==> src/hdl/sgd_pkg.sv <==
// shared types and constants of the shake gesture detector
package sgd_pkg;

  localparam int COUNT_W = 3;
  localparam int THR_W = 32;
  localparam int MS_W = 16;
  localparam int CFG_DATA_W = 32;
  localparam int CFG_INDEX_W = 2;
  localparam int OUT_TDATA_W = 8;
  localparam int QUEUE_DEPTH = 4;

  // register indexes on the configuration port
  localparam logic [CFG_INDEX_W-1:0] REG_THRESHOLD = 2'd0;
  localparam logic [CFG_INDEX_W-1:0] REG_DEBOUNCE = 2'd1;
  localparam logic [CFG_INDEX_W-1:0] REG_WINDOW = 2'd2;
  localparam logic [CFG_INDEX_W-1:0] REG_REQUIRED = 2'd3;

  // register values after reset
  localparam logic [THR_W-1:0] THRESHOLD_RST = 32'd489205924;
  localparam logic [MS_W-1:0] DEBOUNCE_RST = 16'd500;
  localparam logic [MS_W-1:0] WINDOW_RST = 16'd3000;
  localparam logic [COUNT_W-1:0] REQUIRED_RST = 3'd3;

  // item kind carried on tuser
  localparam logic KIND_SAMPLE = 1'b0;
  localparam logic KIND_HOLD = 1'b1;

  // classified request handed from front to back
  typedef struct packed {
    logic kind;
    logic held;
    logic over;
  } sgd_class_t;

  localparam int CLASS_W = $bits(sgd_class_t);

  typedef struct packed {
    logic [MS_W-1:0] debounce_ms;
    logic [MS_W-1:0] window_ms;
    logic [COUNT_W-1:0] shakes_required;
  } sgd_cfg_t;

  // result bits, sos_trigger lowest
  typedef struct packed {
    logic [COUNT_W-1:0] shakes_so_far;
    logic shake_accepted;
    logic sos_trigger;
  } sgd_result_t;

endpackage

==> src/hdl/shake_gesture_detector_top.sv <==
// top level of the shake gesture detector: configuration registers and stream ports
// Takes one request per cycle while s_tready is high (accelerometer sample or hold
// change, selected by s_tuser) and returns exactly one result per request, in order.
// The squaring stage registers a request as it is taken, the queue then stores it,
// and the result register fed by the counter logic captures its result as the queue
// pops it. Sustained rate is one request per clock while m_tready stays high; the
// four-entry queue lets the squaring front keep taking requests while m_tready is
// low, until the queue fills. Configuration writes take effect on the next clock and
// are to be made only while no request is in flight.
module shake_gesture_detector_top #(
  parameter int SAMPLE_WIDTH = 16,
  parameter int TIME_WIDTH = 32
) (
  input  logic clk,
  input  logic rst,
  input  logic s_tvalid,
  output logic s_tready,
  // accel_x, accel_y, accel_z, timestamp_ms, held, zero fill
  input  logic [((3 * SAMPLE_WIDTH + TIME_WIDTH + 1 + 7) / 8) * 8 - 1:0] s_tdata,
  // kind
  input  logic s_tuser,
  output logic m_tvalid,
  input  logic m_tready,
  // sos_trigger, shake_accepted, shakes_so_far, zero fill
  output logic [sgd_pkg::OUT_TDATA_W-1:0] m_tdata,
  input  logic cfg_we,
  input  logic [sgd_pkg::CFG_INDEX_W-1:0] cfg_index,
  input  logic [sgd_pkg::CFG_DATA_W-1:0] cfg_data
);

  localparam int Y_LSB = SAMPLE_WIDTH;
  localparam int Z_LSB = 2 * SAMPLE_WIDTH;
  localparam int T_LSB = 3 * SAMPLE_WIDTH;
  localparam int H_BIT = 3 * SAMPLE_WIDTH + TIME_WIDTH;
  localparam int ENTRY_W = TIME_WIDTH + sgd_pkg::CLASS_W;

  logic [sgd_pkg::THR_W-1:0] threshold_squared;
  sgd_pkg::sgd_cfg_t cfg;

  logic push_valid;
  logic push_ready;
  sgd_pkg::sgd_class_t push_class;
  logic [TIME_WIDTH-1:0] push_time;
  logic q_valid;
  logic q_ready;
  logic [ENTRY_W-1:0] q_data;
  sgd_pkg::sgd_class_t q_class;
  logic [TIME_WIDTH-1:0] q_time;
  sgd_pkg::sgd_result_t out_result;

  always_ff @(posedge clk) begin
    if (rst) begin
      threshold_squared <= sgd_pkg::THRESHOLD_RST;
      cfg.debounce_ms <= sgd_pkg::DEBOUNCE_RST;
      cfg.window_ms <= sgd_pkg::WINDOW_RST;
      cfg.shakes_required <= sgd_pkg::REQUIRED_RST;
    end else if (cfg_we) begin
      unique case (cfg_index)
        sgd_pkg::REG_THRESHOLD: threshold_squared <= cfg_data[sgd_pkg::THR_W-1:0];
        sgd_pkg::REG_DEBOUNCE: cfg.debounce_ms <= cfg_data[sgd_pkg::MS_W-1:0];
        sgd_pkg::REG_WINDOW: cfg.window_ms <= cfg_data[sgd_pkg::MS_W-1:0];
        sgd_pkg::REG_REQUIRED: cfg.shakes_required <= cfg_data[sgd_pkg::COUNT_W-1:0];
        default: ;
      endcase
    end
  end

  sgd_front #(
    .SAMPLE_WIDTH(SAMPLE_WIDTH),
    .TIME_WIDTH(TIME_WIDTH)
  ) u_front (
    .clk(clk),
    .rst(rst),
    .in_valid(s_tvalid),
    .in_ready(s_tready),
    .kind(s_tuser),
    .accel_x(s_tdata[Y_LSB-1:0]),
    .accel_y(s_tdata[Z_LSB-1:Y_LSB]),
    .accel_z(s_tdata[T_LSB-1:Z_LSB]),
    .timestamp_ms(s_tdata[H_BIT-1:T_LSB]),
    .held(s_tdata[H_BIT]),
    .threshold_squared(threshold_squared),
    .push_valid(push_valid),
    .push_ready(push_ready),
    .push_class(push_class),
    .push_time(push_time)
  );

  sgd_queue #(
    .DATA_W(ENTRY_W),
    .DEPTH(sgd_pkg::QUEUE_DEPTH)
  ) u_queue (
    .clk(clk),
    .rst(rst),
    .push_valid(push_valid),
    .push_ready(push_ready),
    .push_data({push_time, push_class}),
    .pop_valid(q_valid),
    .pop_ready(q_ready),
    .pop_data(q_data)
  );

  assign q_class = q_data[sgd_pkg::CLASS_W-1:0];
  assign q_time = q_data[ENTRY_W-1:sgd_pkg::CLASS_W];

  sgd_back #(
    .TIME_WIDTH(TIME_WIDTH)
  ) u_back (
    .clk(clk),
    .rst(rst),
    .cfg(cfg),
    .q_valid(q_valid),
    .q_ready(q_ready),
    .q_class(q_class),
    .q_time(q_time),
    .out_valid(m_tvalid),
    .out_ready(m_tready),
    .out_result(out_result)
  );

  assign m_tdata = sgd_pkg::OUT_TDATA_W'(out_result);

endmodule

==> src/hdl/sgd_front.sv <==
// front part: takes requests, squares the axes and classifies against the threshold
module sgd_front #(
  parameter int SAMPLE_WIDTH = 16,
  parameter int TIME_WIDTH = 32
) (
  input  logic clk,
  input  logic rst,
  input  logic in_valid,
  output logic in_ready,
  input  logic kind,
  input  logic signed [SAMPLE_WIDTH-1:0] accel_x,
  input  logic signed [SAMPLE_WIDTH-1:0] accel_y,
  input  logic signed [SAMPLE_WIDTH-1:0] accel_z,
  input  logic [TIME_WIDTH-1:0] timestamp_ms,
  input  logic held,
  input  logic [sgd_pkg::THR_W-1:0] threshold_squared,
  output logic push_valid,
  input  logic push_ready,
  output sgd_pkg::sgd_class_t push_class,
  output logic [TIME_WIDTH-1:0] push_time
);

  localparam int SQ_W = 2 * SAMPLE_WIDTH - 1;
  localparam int MAG_W = 2 * SAMPLE_WIDTH;
  localparam int CMP_W = (MAG_W > sgd_pkg::THR_W) ? MAG_W : sgd_pkg::THR_W;

  logic s1_valid;
  logic s1_kind;
  logic s1_held;
  logic [TIME_WIDTH-1:0] s1_time;
  logic [SQ_W-1:0] sq_x;
  logic [SQ_W-1:0] sq_y;
  logic [SQ_W-1:0] sq_z;
  logic signed [MAG_W-1:0] prod_x;
  logic signed [MAG_W-1:0] prod_y;
  logic signed [MAG_W-1:0] prod_z;
  logic [MAG_W-1:0] mag2;
  logic accept;

  assign in_ready = !s1_valid || push_ready;
  assign accept = in_valid && in_ready;

  assign prod_x = accel_x * accel_x;
  assign prod_y = accel_y * accel_y;
  assign prod_z = accel_z * accel_z;

  always_ff @(posedge clk) begin
    if (rst) begin
      s1_valid <= 1'b0;
    end else if (in_ready) begin
      s1_valid <= in_valid;
    end
  end

  always_ff @(posedge clk) begin
    if (accept) begin
      s1_kind <= kind;
      s1_held <= held;
      s1_time <= timestamp_ms;
      // a square is never negative, its top bit is always clear
      sq_x <= SQ_W'(prod_x);
      sq_y <= SQ_W'(prod_y);
      sq_z <= SQ_W'(prod_z);
    end
  end

  assign mag2 = MAG_W'(sq_x) + MAG_W'(sq_y) + MAG_W'(sq_z);

  assign push_valid = s1_valid;
  assign push_class.kind = s1_kind;
  assign push_class.held = s1_held;
  assign push_class.over = CMP_W'(mag2) > CMP_W'(threshold_squared);
  assign push_time = s1_time;

endmodule

==> src/hdl/sgd_queue.sv <==
// short queue between the front and back parts
module sgd_queue #(
  parameter int DATA_W = 35,
  parameter int DEPTH = 4
) (
  input  logic clk,
  input  logic rst,
  input  logic push_valid,
  output logic push_ready,
  input  logic [DATA_W-1:0] push_data,
  output logic pop_valid,
  input  logic pop_ready,
  output logic [DATA_W-1:0] pop_data
);

  localparam int PTR_W = (DEPTH > 1) ? $clog2(DEPTH) : 1;
  localparam int CNT_W = $clog2(DEPTH + 1);

  logic [DATA_W-1:0] mem [DEPTH];
  logic [PTR_W-1:0] wr_ptr;
  logic [PTR_W-1:0] rd_ptr;
  logic [CNT_W-1:0] count;
  logic push;
  logic pop;

  assign push_ready = count != CNT_W'(DEPTH);
  assign pop_valid = count != '0;
  assign push = push_valid && push_ready;
  assign pop = pop_valid && pop_ready;
  assign pop_data = mem[rd_ptr];

  always_ff @(posedge clk) begin
    if (push) begin
      mem[wr_ptr] <= push_data;
    end
  end

  always_ff @(posedge clk) begin
    if (rst) begin
      wr_ptr <= '0;
      rd_ptr <= '0;
      count <= '0;
    end else begin
      if (push) begin
        wr_ptr <= (wr_ptr == PTR_W'(DEPTH - 1)) ? '0 : wr_ptr + 1'b1;
      end
      if (pop) begin
        rd_ptr <= (rd_ptr == PTR_W'(DEPTH - 1)) ? '0 : rd_ptr + 1'b1;
      end
      if (push && !pop) begin
        count <= count + 1'b1;
      end else if (pop && !push) begin
        count <= count - 1'b1;
      end
    end
  end

  a_count_bound: assert property (@(posedge clk) disable iff (rst)
    count <= CNT_W'(DEPTH))
    else $error("queue count beyond depth");

  a_ptr_gap: assert property (@(posedge clk) disable iff (rst)
    (count == '0 || count == CNT_W'(DEPTH)) |-> wr_ptr == rd_ptr)
    else $error("queue pointers disagree with count");

  a_count_step: assert property (@(posedge clk) disable iff (rst)
    (push && !pop) |=> count == $past(count) + 1'b1)
    else $error("queue count missed a push");

endmodule

==> src/hdl/sgd_back.sv <==
// back part: hold state, shake counter, debounce and window, result register
module sgd_back #(
  parameter int TIME_WIDTH = 32
) (
  input  logic clk,
  input  logic rst,
  input  sgd_pkg::sgd_cfg_t cfg,
  input  logic q_valid,
  output logic q_ready,
  input  sgd_pkg::sgd_class_t q_class,
  input  logic [TIME_WIDTH-1:0] q_time,
  output logic out_valid,
  input  logic out_ready,
  output sgd_pkg::sgd_result_t out_result
);

  logic hold_flag;
  logic hold_flag_next;
  logic [sgd_pkg::COUNT_W-1:0] shake_counter;
  logic [sgd_pkg::COUNT_W-1:0] shake_counter_next;
  logic [TIME_WIDTH-1:0] last_shake_ms;
  logic [TIME_WIDTH-1:0] last_shake_ms_next;
  logic [TIME_WIDTH-1:0] gap;
  logic [sgd_pkg::COUNT_W-1:0] base;
  logic [sgd_pkg::COUNT_W-1:0] bumped;
  sgd_pkg::sgd_result_t result;
  logic pop;

  assign q_ready = !out_valid || out_ready;
  assign pop = q_valid && q_ready;

  // wrapping difference since the last counted shake
  assign gap = q_time - last_shake_ms;

  always_comb begin
    hold_flag_next = hold_flag;
    shake_counter_next = shake_counter;
    last_shake_ms_next = last_shake_ms;
    result = '0;
    base = shake_counter;
    bumped = '0;
    if (q_class.kind == sgd_pkg::KIND_HOLD) begin
      hold_flag_next = q_class.held;
      if (!q_class.held) begin
        shake_counter_next = '0;
      end
    end else if (hold_flag && q_class.over && gap > TIME_WIDTH'(cfg.debounce_ms)) begin
      if (gap > TIME_WIDTH'(cfg.window_ms)) begin
        base = '0;
      end
      bumped = base + 1'b1;
      last_shake_ms_next = q_time;
      result.shake_accepted = 1'b1;
      if (bumped >= cfg.shakes_required) begin
        shake_counter_next = '0;
        result.sos_trigger = 1'b1;
      end else begin
        shake_counter_next = bumped;
      end
    end
    result.shakes_so_far = shake_counter_next;
  end

  always_ff @(posedge clk) begin
    if (rst) begin
      hold_flag <= 1'b0;
      shake_counter <= '0;
      last_shake_ms <= '0;
      out_valid <= 1'b0;
    end else begin
      if (pop) begin
        hold_flag <= hold_flag_next;
        shake_counter <= shake_counter_next;
        last_shake_ms <= last_shake_ms_next;
      end
      if (q_ready) begin
        out_valid <= q_valid;
      end
    end
  end

  always_ff @(posedge clk) begin
    if (pop) begin
      out_result <= result;
    end
  end

  a_release_clears: assert property (@(posedge clk) disable iff (rst)
    !hold_flag |-> shake_counter == '0)
    else $error("shake count kept while not held");

  a_trigger_clears: assert property (@(posedge clk) disable iff (rst)
    (out_valid && out_result.sos_trigger) |->
      (out_result.shake_accepted && out_result.shakes_so_far == '0))
    else $error("trigger without a counted shake or with count left");

  a_result_matches_state: assert property (@(posedge clk) disable iff (rst)
    pop |=> out_valid && out_result.shakes_so_far == shake_counter)
    else $error("reported count differs from the counter");

endmodule
==> config.mk <==
export PLATFORM = sky130hd
export DESIGN_NAME = shake_gesture_detector_top
export DESIGN_NICKNAME = d
export VERILOG_FILES = /design/src/hdl/sgd_pkg.sv /design/src/hdl/shake_gesture_detector_top.sv /design/src/hdl/sgd_front.sv /design/src/hdl/sgd_queue.sv /design/src/hdl/sgd_back.sv
export SDC_FILE = /design/constraint.sdc
export NUM_CORES = 2
export LEC_CHECK = 0
export BUFFER_PORTS_ARGS = -buffer_cell sky130_fd_sc_hd__buf_2
export CAP_MARGIN = 20
export CORE_ASPECT_RATIO = 0.5
export CORE_MARGIN = 2
export CORE_UTILIZATION = 30
export CTS_CLUSTER_DIAMETER = 80
export DETAILED_ROUTE_END_ITERATION = 8
export MAX_ROUTING_LAYER = met4
export PLACE_DENSITY = 0.47
export SLEW_MARGIN = 0
export SYNTH_ARGS = -nofsm -noshare
export SYNTH_HDL_FRONTEND = slang
export SYNTH_HIERARCHICAL = 1
export SYNTH_SLANG_ARGS = --single-unit
export TNS_END_PERCENT = 5
==> constraint.sdc <==
create_clock -name clk -period 9.4 [get_ports clk]
set_input_delay 2.35 -clock clk [delete_from_list [all_inputs] [get_ports clk]]
set_output_delay 2.35 -clock clk [all_outputs]
set_load 0.01 [all_outputs]
Yosys cells after proc, flatten, opt, wreduce, memory -nomap -nowiden
Memory sizes are Yosys's and may differ from the RTL's. A register that Yosys moved wholly into a read port is not among the register bits.
Index checks and enable logic that the tools add are counted.
{ "totals": {"register_bits": 244, "ramBits": 140, "in_bits": 128, "output_inout_bits": 10, "wordCells": 85, "mem_count": 1} }
{ "op_classes": {"add_sub_neg": 8, "mul": 3, "order_cmp": 4, "eq_ne": 6, "mux": 17, "bitwise_logic": 2, "reduce_logical": 23} }
{ "memory_table": {"columns": ["name", "depth", "width", "read_ports", "rd_ports_with_merged_regs", "wr", "line", "text"], "rows": [
  ["u_queue.mem", 4, 35, 1, 1, 1, "sgd_queue.sv:19", "logic [DATA_W-1:0] mem [DEPTH];"]
]} }
{ "ops": {"columns": ["op", "n"], "rows": [
  ["$mul 16x16->31", 3],
  ["$gt 32x16->1", 2],
  ["$add 31x31->32", 1],
  ["$add 32x31->32", 1],
  ["$gt 32x32->1", 1],
  ["$sub 32x32->32", 1],
  ["$mux 3", 9],
  ["$mux 2", 5],
  ["$reduce_and 2->1", 5],
  ["$eq 2x2->1 const B", 4],
  ["$logic_and 1x1->1", 7],
  ["$add 3x1->3 const B", 2],
  ["$add 2x1->2 const B", 2],
  ["$logic_not 1->1", 4],
  ["$ge 3x3->1", 1],
  ["$mux 1", 3],
  ["$ne 3x3->1 const B", 1],
  ["$reduce_and 3->1", 1],
  ["$reduce_bool 3->1", 1],
  ["$sub 3x1->3 const B", 1],
  ["$eq 2x1->1 const B", 1],
  ["$logic_not 2->1", 1],
  ["$logic_or 1x1->1", 2],
  ["$not 1->1", 2],
  ["other kinds (2)", 2]
]} }

Depth between registers and ports, before layout
{ "depth": {"word_depth": 10, "depth_mapped": 31, "depth_no_buf": 30} }

Hierarchy
The synthesis kept the hierarchy.
{ "by_module_without_submodules": {"columns": ["mod", "instances", "cells_per_inst", "area_each_um2"], "rows": [
  ["sgd_front", 1, 3417, 33004.2],
  ["sgd_queue", 1, 231, 5520.3],
  ["sgd_back", 1, 714, 5302.6],
  ["shake_gesture_detector_top", 1, 274, 2839.0]
]} }

Least setup slack after synthesis
Ideal clock, no wire load.
{ "synth_timing": {"path_type": "input to register", "startpoint": "input s_tdata[31]", "endpoint": "register u_front.sq_y[30], data pin", "arrival_time_ns": 8.112, "required_ns": 9.140, "setup_slack_ns": 1.028, "cell_stages": 24, "cell_sequence": "clkbuf_1 inv_1 clkbuf_1 nor2_1 fa_1 inv_1 fa_1 inv_1 fa_1 fa_1 fa_1 inv_1 fa_1 inv_1 ha_1 clkbuf_1 nand3_1 nand2_1 a41oi_1 a21oi_1 a211oi_1 o2111ai_1 a21oi_1 xnor2_1"} }
{ "synth_between": {"elab_chain_len": 1} }
{ "synth_lines": {"columns": ["item", "line", "text"], "rows": [
  ["from (decl)", "shake_gesture_detector_top.sv:19", "input logic [((3 * SAMPLE_WIDTH + TIME_WIDTH + 1 + 7) / 8) * 8 - 1:0] s_tdata,"],
  ["$mul 16x16->31", "sgd_front.sv:44", "assign prod_y = accel_y * accel_y;"],
  ["via u_front.prod_y[30]", "sgd_front.sv:35", "logic signed [MAG_W-1:0] prod_y;"],
  ["to (signal assigned)", "sgd_front.sv:62", "sq_y <= SQ_W'(prod_y);"],
  ["to (decl)", "sgd_front.sv:32", "logic [SQ_W-1:0] sq_y;"]
]} }
The timed path passes the listed nets, and every way through them passes these cells.
A chain may end at the register's enable or synchronous reset.

Worst setup path after layout
{ "layout_timing": {"startpoint": "input s_tdata[44]", "endpoint": "register u_front.sq_z[29], data pin"} }
{ "layout_between": {"elab_chain_len": 1} }
{ "layout_lines": {"columns": ["item", "line", "text"], "rows": [
  ["$mul 16x16->31", "sgd_front.sv:45", "assign prod_z = accel_z * accel_z;"],
  ["via u_front.prod_z[29]", "sgd_front.sv:36", "logic signed [MAG_W-1:0] prod_z;"],
  ["to (signal assigned)", "sgd_front.sv:63", "sq_z <= SQ_W'(prod_z);"],
  ["to (decl)", "sgd_front.sv:33", "logic [SQ_W-1:0] sq_z;"]
]} }
The timed path passes the listed nets, and every way through them passes these cells.

==> summary.txt <==
Route
  • Initial DRC count: 1582
  • Vias: 31200
  • Residual DRC count: 0
  • Antenna Nets Post-Route: 0
  • Drt pass-1 iters: 5
  • WL per Instance: 16.8 um
  • Metal2 WL: between 50000 and 60000 um
  • Top layer in use: met4
  • WL met3: ~4000 um
  • WL met1: 53400 um
  • Vias per cell: between 4 and 5
  • WL final: 114000 um

Setup path
  • Crit path to: u_front/sq_z[29]
  • Crit Path Category: input port to register
  • Dominant cell type by count on the critical path: fa_1
  • R2r setup slk: ~1.8 ns
  • CP max FO: 10
  • WP data required: 9.70 ns
  • Slowest stage delay, CP: 0.54 ns
  • Crit path DAT: 8.59 ns
  • Crit end category: register
  • Worst path slowest cell: fa_1
  • Crit-path cells: buf_2 -> clkinv_1 -> nor2_1 -> ha_1 -> xor2_1 -> fa_1 -> fa_1 -> inv_1 -> fa_1 -> fa_1 -> inv_1 -> fa_1 -> inv_1 -> ha_1 -> and4_1 -> a221oi_1 -> a2bb2oi_1 -> a31oi_1 -> a221o_1 -> a211oi_1 -> xnor2_1
  • Worst Setup SP: s_tdata[44]
  • Setup crit start kind: input port
  • Worst reg2reg path depth: 28
  • Worst r2r dst: u_back/shake_counter[0]

Floorplan
  • Core footprint: 155000 um^2
  • Full die area: 159000 um^2
  • Num ports: 138
  • Cell row count: 102
  • Initial Utilization: 0.302
  • Die X: about 560 um
  • Die height: about 280 um

Clocking
  • Hold_buf cts: 0
  • Root Buffer: clkbuf_16
  • PostCTS Resize Cnt: 0
  • Clock Path Buffers: 3
  • Max H-tree Level: 2
  • CTS Buf Count: 40
  • Number of buffers added for setup after CTS: 0
  • Num Clock Sinks: 383
  • CTS tree: built
  • Clock Pin Slew Worst Setup and Hold Paths: 0.06 ns
  • Worst-Skew Late Latency: 0.60 ns

GRT
  • Initial antenna violation count: 16
  • Gr usage total: 0.150
  • Vias in the first global route: 33900
  • Remaining Overflow, GRT: 0
  • First-pass GRT wire length: 184000 um
  • Largest net degree at the start of global routing: 99

Cells and area
  • Most frequent cells in the layout: 1106 x inv_1, 719 x fa_1, 397 x ha_1, 311 x nand2_1, 269 x edfxtp_1
  • Layout cells sized above 1: 0.0701
  • Final instance area: 50600 um^2
  • Syn-to-layout area delta: 8.48%
  • Filler cell count: 15900
  • Commonest non-fill, non-tap cell in the layout: inv_1
  • Layout Nets: between 5000 and 6000

Status
  • Status: complete, no violations

Synthesis
  • Post-synthesis sequential area ratio: 0.222
  • Number of synthesized flops with an enable pin: 269
  • #FFs+latches synth: 383
  • Mapped cell area: 46700 um^2
  • Post-Syn Instances: 4636
  • Count of different cell masters after synthesis: around 110
  • Dominant synthesized flop cell: edfxtp_1
  • Synthesis Warnings: 6
  • Synthesized area per cell: 10.1 um^2
  • Post-synthesis async set-or-reset flop share: 0

Place
  • DP Area: approximately 49000 um^2
  • Final GP Congestion: 0.849
  • Hpwl dp: 93800 um
  • Buffers on Ports: between 100 and 150

Timing
  • Final setup fails: 0
  • RSZ-0062 raised after global routing: false
  • Final setup TNS: 0 ns
  • Worst Clk Skew: 0.0504 ns
  • Slew Limit Fails: 0
  • Period minus WS final: 8.28 ns
  • Slew Limit Headroom: 0.287
  • Fmax: 121 MHz
  • Slew @ Worst Pin: 1.07 ns
  • Final Cycle Share: 0.881
  • Hold Fails Final Rpt: 0

Hold path
  • Worst Hold Class: register to register

Job
  • # Max-Cap Violations: 0
## synthesized netlist by cell type (all sizes together) (5+ instances only)
cell type	count	area share
a31o	13	0.0024
a211oi	26	0.0045
a31oi	13	0.0022
and3	28	0.0039
nand2b	93	0.013
a221o	5	0.0011
nor2	241	0.019
fa	719	0.31
and2	101	0.014
o31ai	8	0.0015
clkbuf	98	0.010
and4	10	0.0019
xor2	38	0.0071
o21a	27	0.0043
xnor2	134	0.025
o21ai	111	0.012
inv	1108	0.089
buf	50	0.0089
or3	7	0.00099
o41ai	5	0.0013
o22ai	5	0.00067
a21oi	187	0.020
nor4	10	0.0017
mux2i	78	0.017
a221oi	6	0.0013
o211ai	19	0.0031
mux4	35	0.017
nor3	38	0.0042
nand4	57	0.0076
edfxtp	269	0.17
nand3	52	0.0056
or2	12	0.0016
a2111oi	7	0.0017
nand2	315	0.026
nor2b	15	0.0020
dfxtp	114	0.049
a21o	76	0.012
ha	397	0.11
nor3b	8	0.0014
o21bai	18	0.0030
a211o	11	0.0021
o2111ai	7	0.0013
## stage by stage
stage                      util  hold slack, ns  setup WS, ns  std cells
after CTS                 0.327           0.476          1.08       6799
after global routing      0.328           0.486         0.858       6811
final                     0.328           0.474          1.12       6812
after floorplan               -           0.434          1.03       4639
after detailed placement  0.319           0.465         0.488       6726
after global placement    0.319           0.454         0.570       6724
## area by class of cell
| type | count | area [um^2] | share of cell area |
|---|---|---|---|
| Antenna cell | 13 | 32.5 | 0.000643 |
| Timing Repair Buffer | 156 | 871 | 0.0172 |
| Sequential cell | 383 | 10400 | 0.205 |
| Clock buffer | 50 | 1110 | 0.0219 |
| Tap cell | 2080 | 2600 | 0.0514 |
| Clock inverter | 23 | 221 | 0.00437 |
| Inverter | 1112 | 4170 | 0.0825 |
| Multi-Input combinational cell | 2995 | 31200 | 0.617 |
## worst min path at each step
stage	cells after the start	startpoint	slack, ns	to
final	2	threshold_squared[3]	0.47	threshold_squared[3]
after global routing	2	threshold_squared[8]	0.49	threshold_squared[8]
after CTS	2	u_back/last_shake_ms[9]	0.48	u_back/last_shake_ms[9]
after detailed placement	2	threshold_squared[1]	0.46	threshold_squared[1]
after global placement	2	u_back/hold_flag	0.45	u_back/hold_flag
after floorplan	2	u_back/hold_flag	0.43	u_back/hold_flag
## cell families after synthesis
logic type,synth area share
muxes,0.0346
other,0.000241
xor gates and xnor gates,0.0323
and+or+nand+nor,0.106
DFF,0.222
AOI/OAI and AO/OA,0.0812
adders and majority gates,0.415
buffers and inverters,0.109
## state kept, by name, summed over array words and instances (netlist names), named ones only
name and cells:
u_back/last_shake_ms 32, u_front/sq_z 30, threshold_squared 32, u_back/out_valid 1, u_back/hold_flag 1, u_queue/mem 140, u_front/push_valid 1, u_back/shake_counter 3
u_front/sq_x 30, u_front/s1_kind 1, cfg 35, u_queue/rd_ptr 2, u_back/out_result 5, u_front/push_time 32, u_queue/wr_ptr 2, u_queue/count 3
u_front/sq_y 30, u_front/s1_held 1
## layer usage
| layer | vias up | GRT usage |
|---|---|---|
| li1 | 14800 | - |
| met1 | 15800 | 0.199 |
| met2 | 492 | 0.253 |
| met3 | 106 | 0.0171 |
| met4 | 0 | 0.0246 |
| met5 | - | - |
## critical path, delay by kind of cell
kind | cells | cell delay (ns)
compound gates | 5 | 1.43
fa+ha+maj | 7 | 3.14
xor+xnor | 2 | 0.29
buf+inv | 5 | 0.78
simple gates | 2 | 0.57
Power is not shown: default switching activity piles up to over one toggle a cycle in this logic, so the estimate is an artifact.
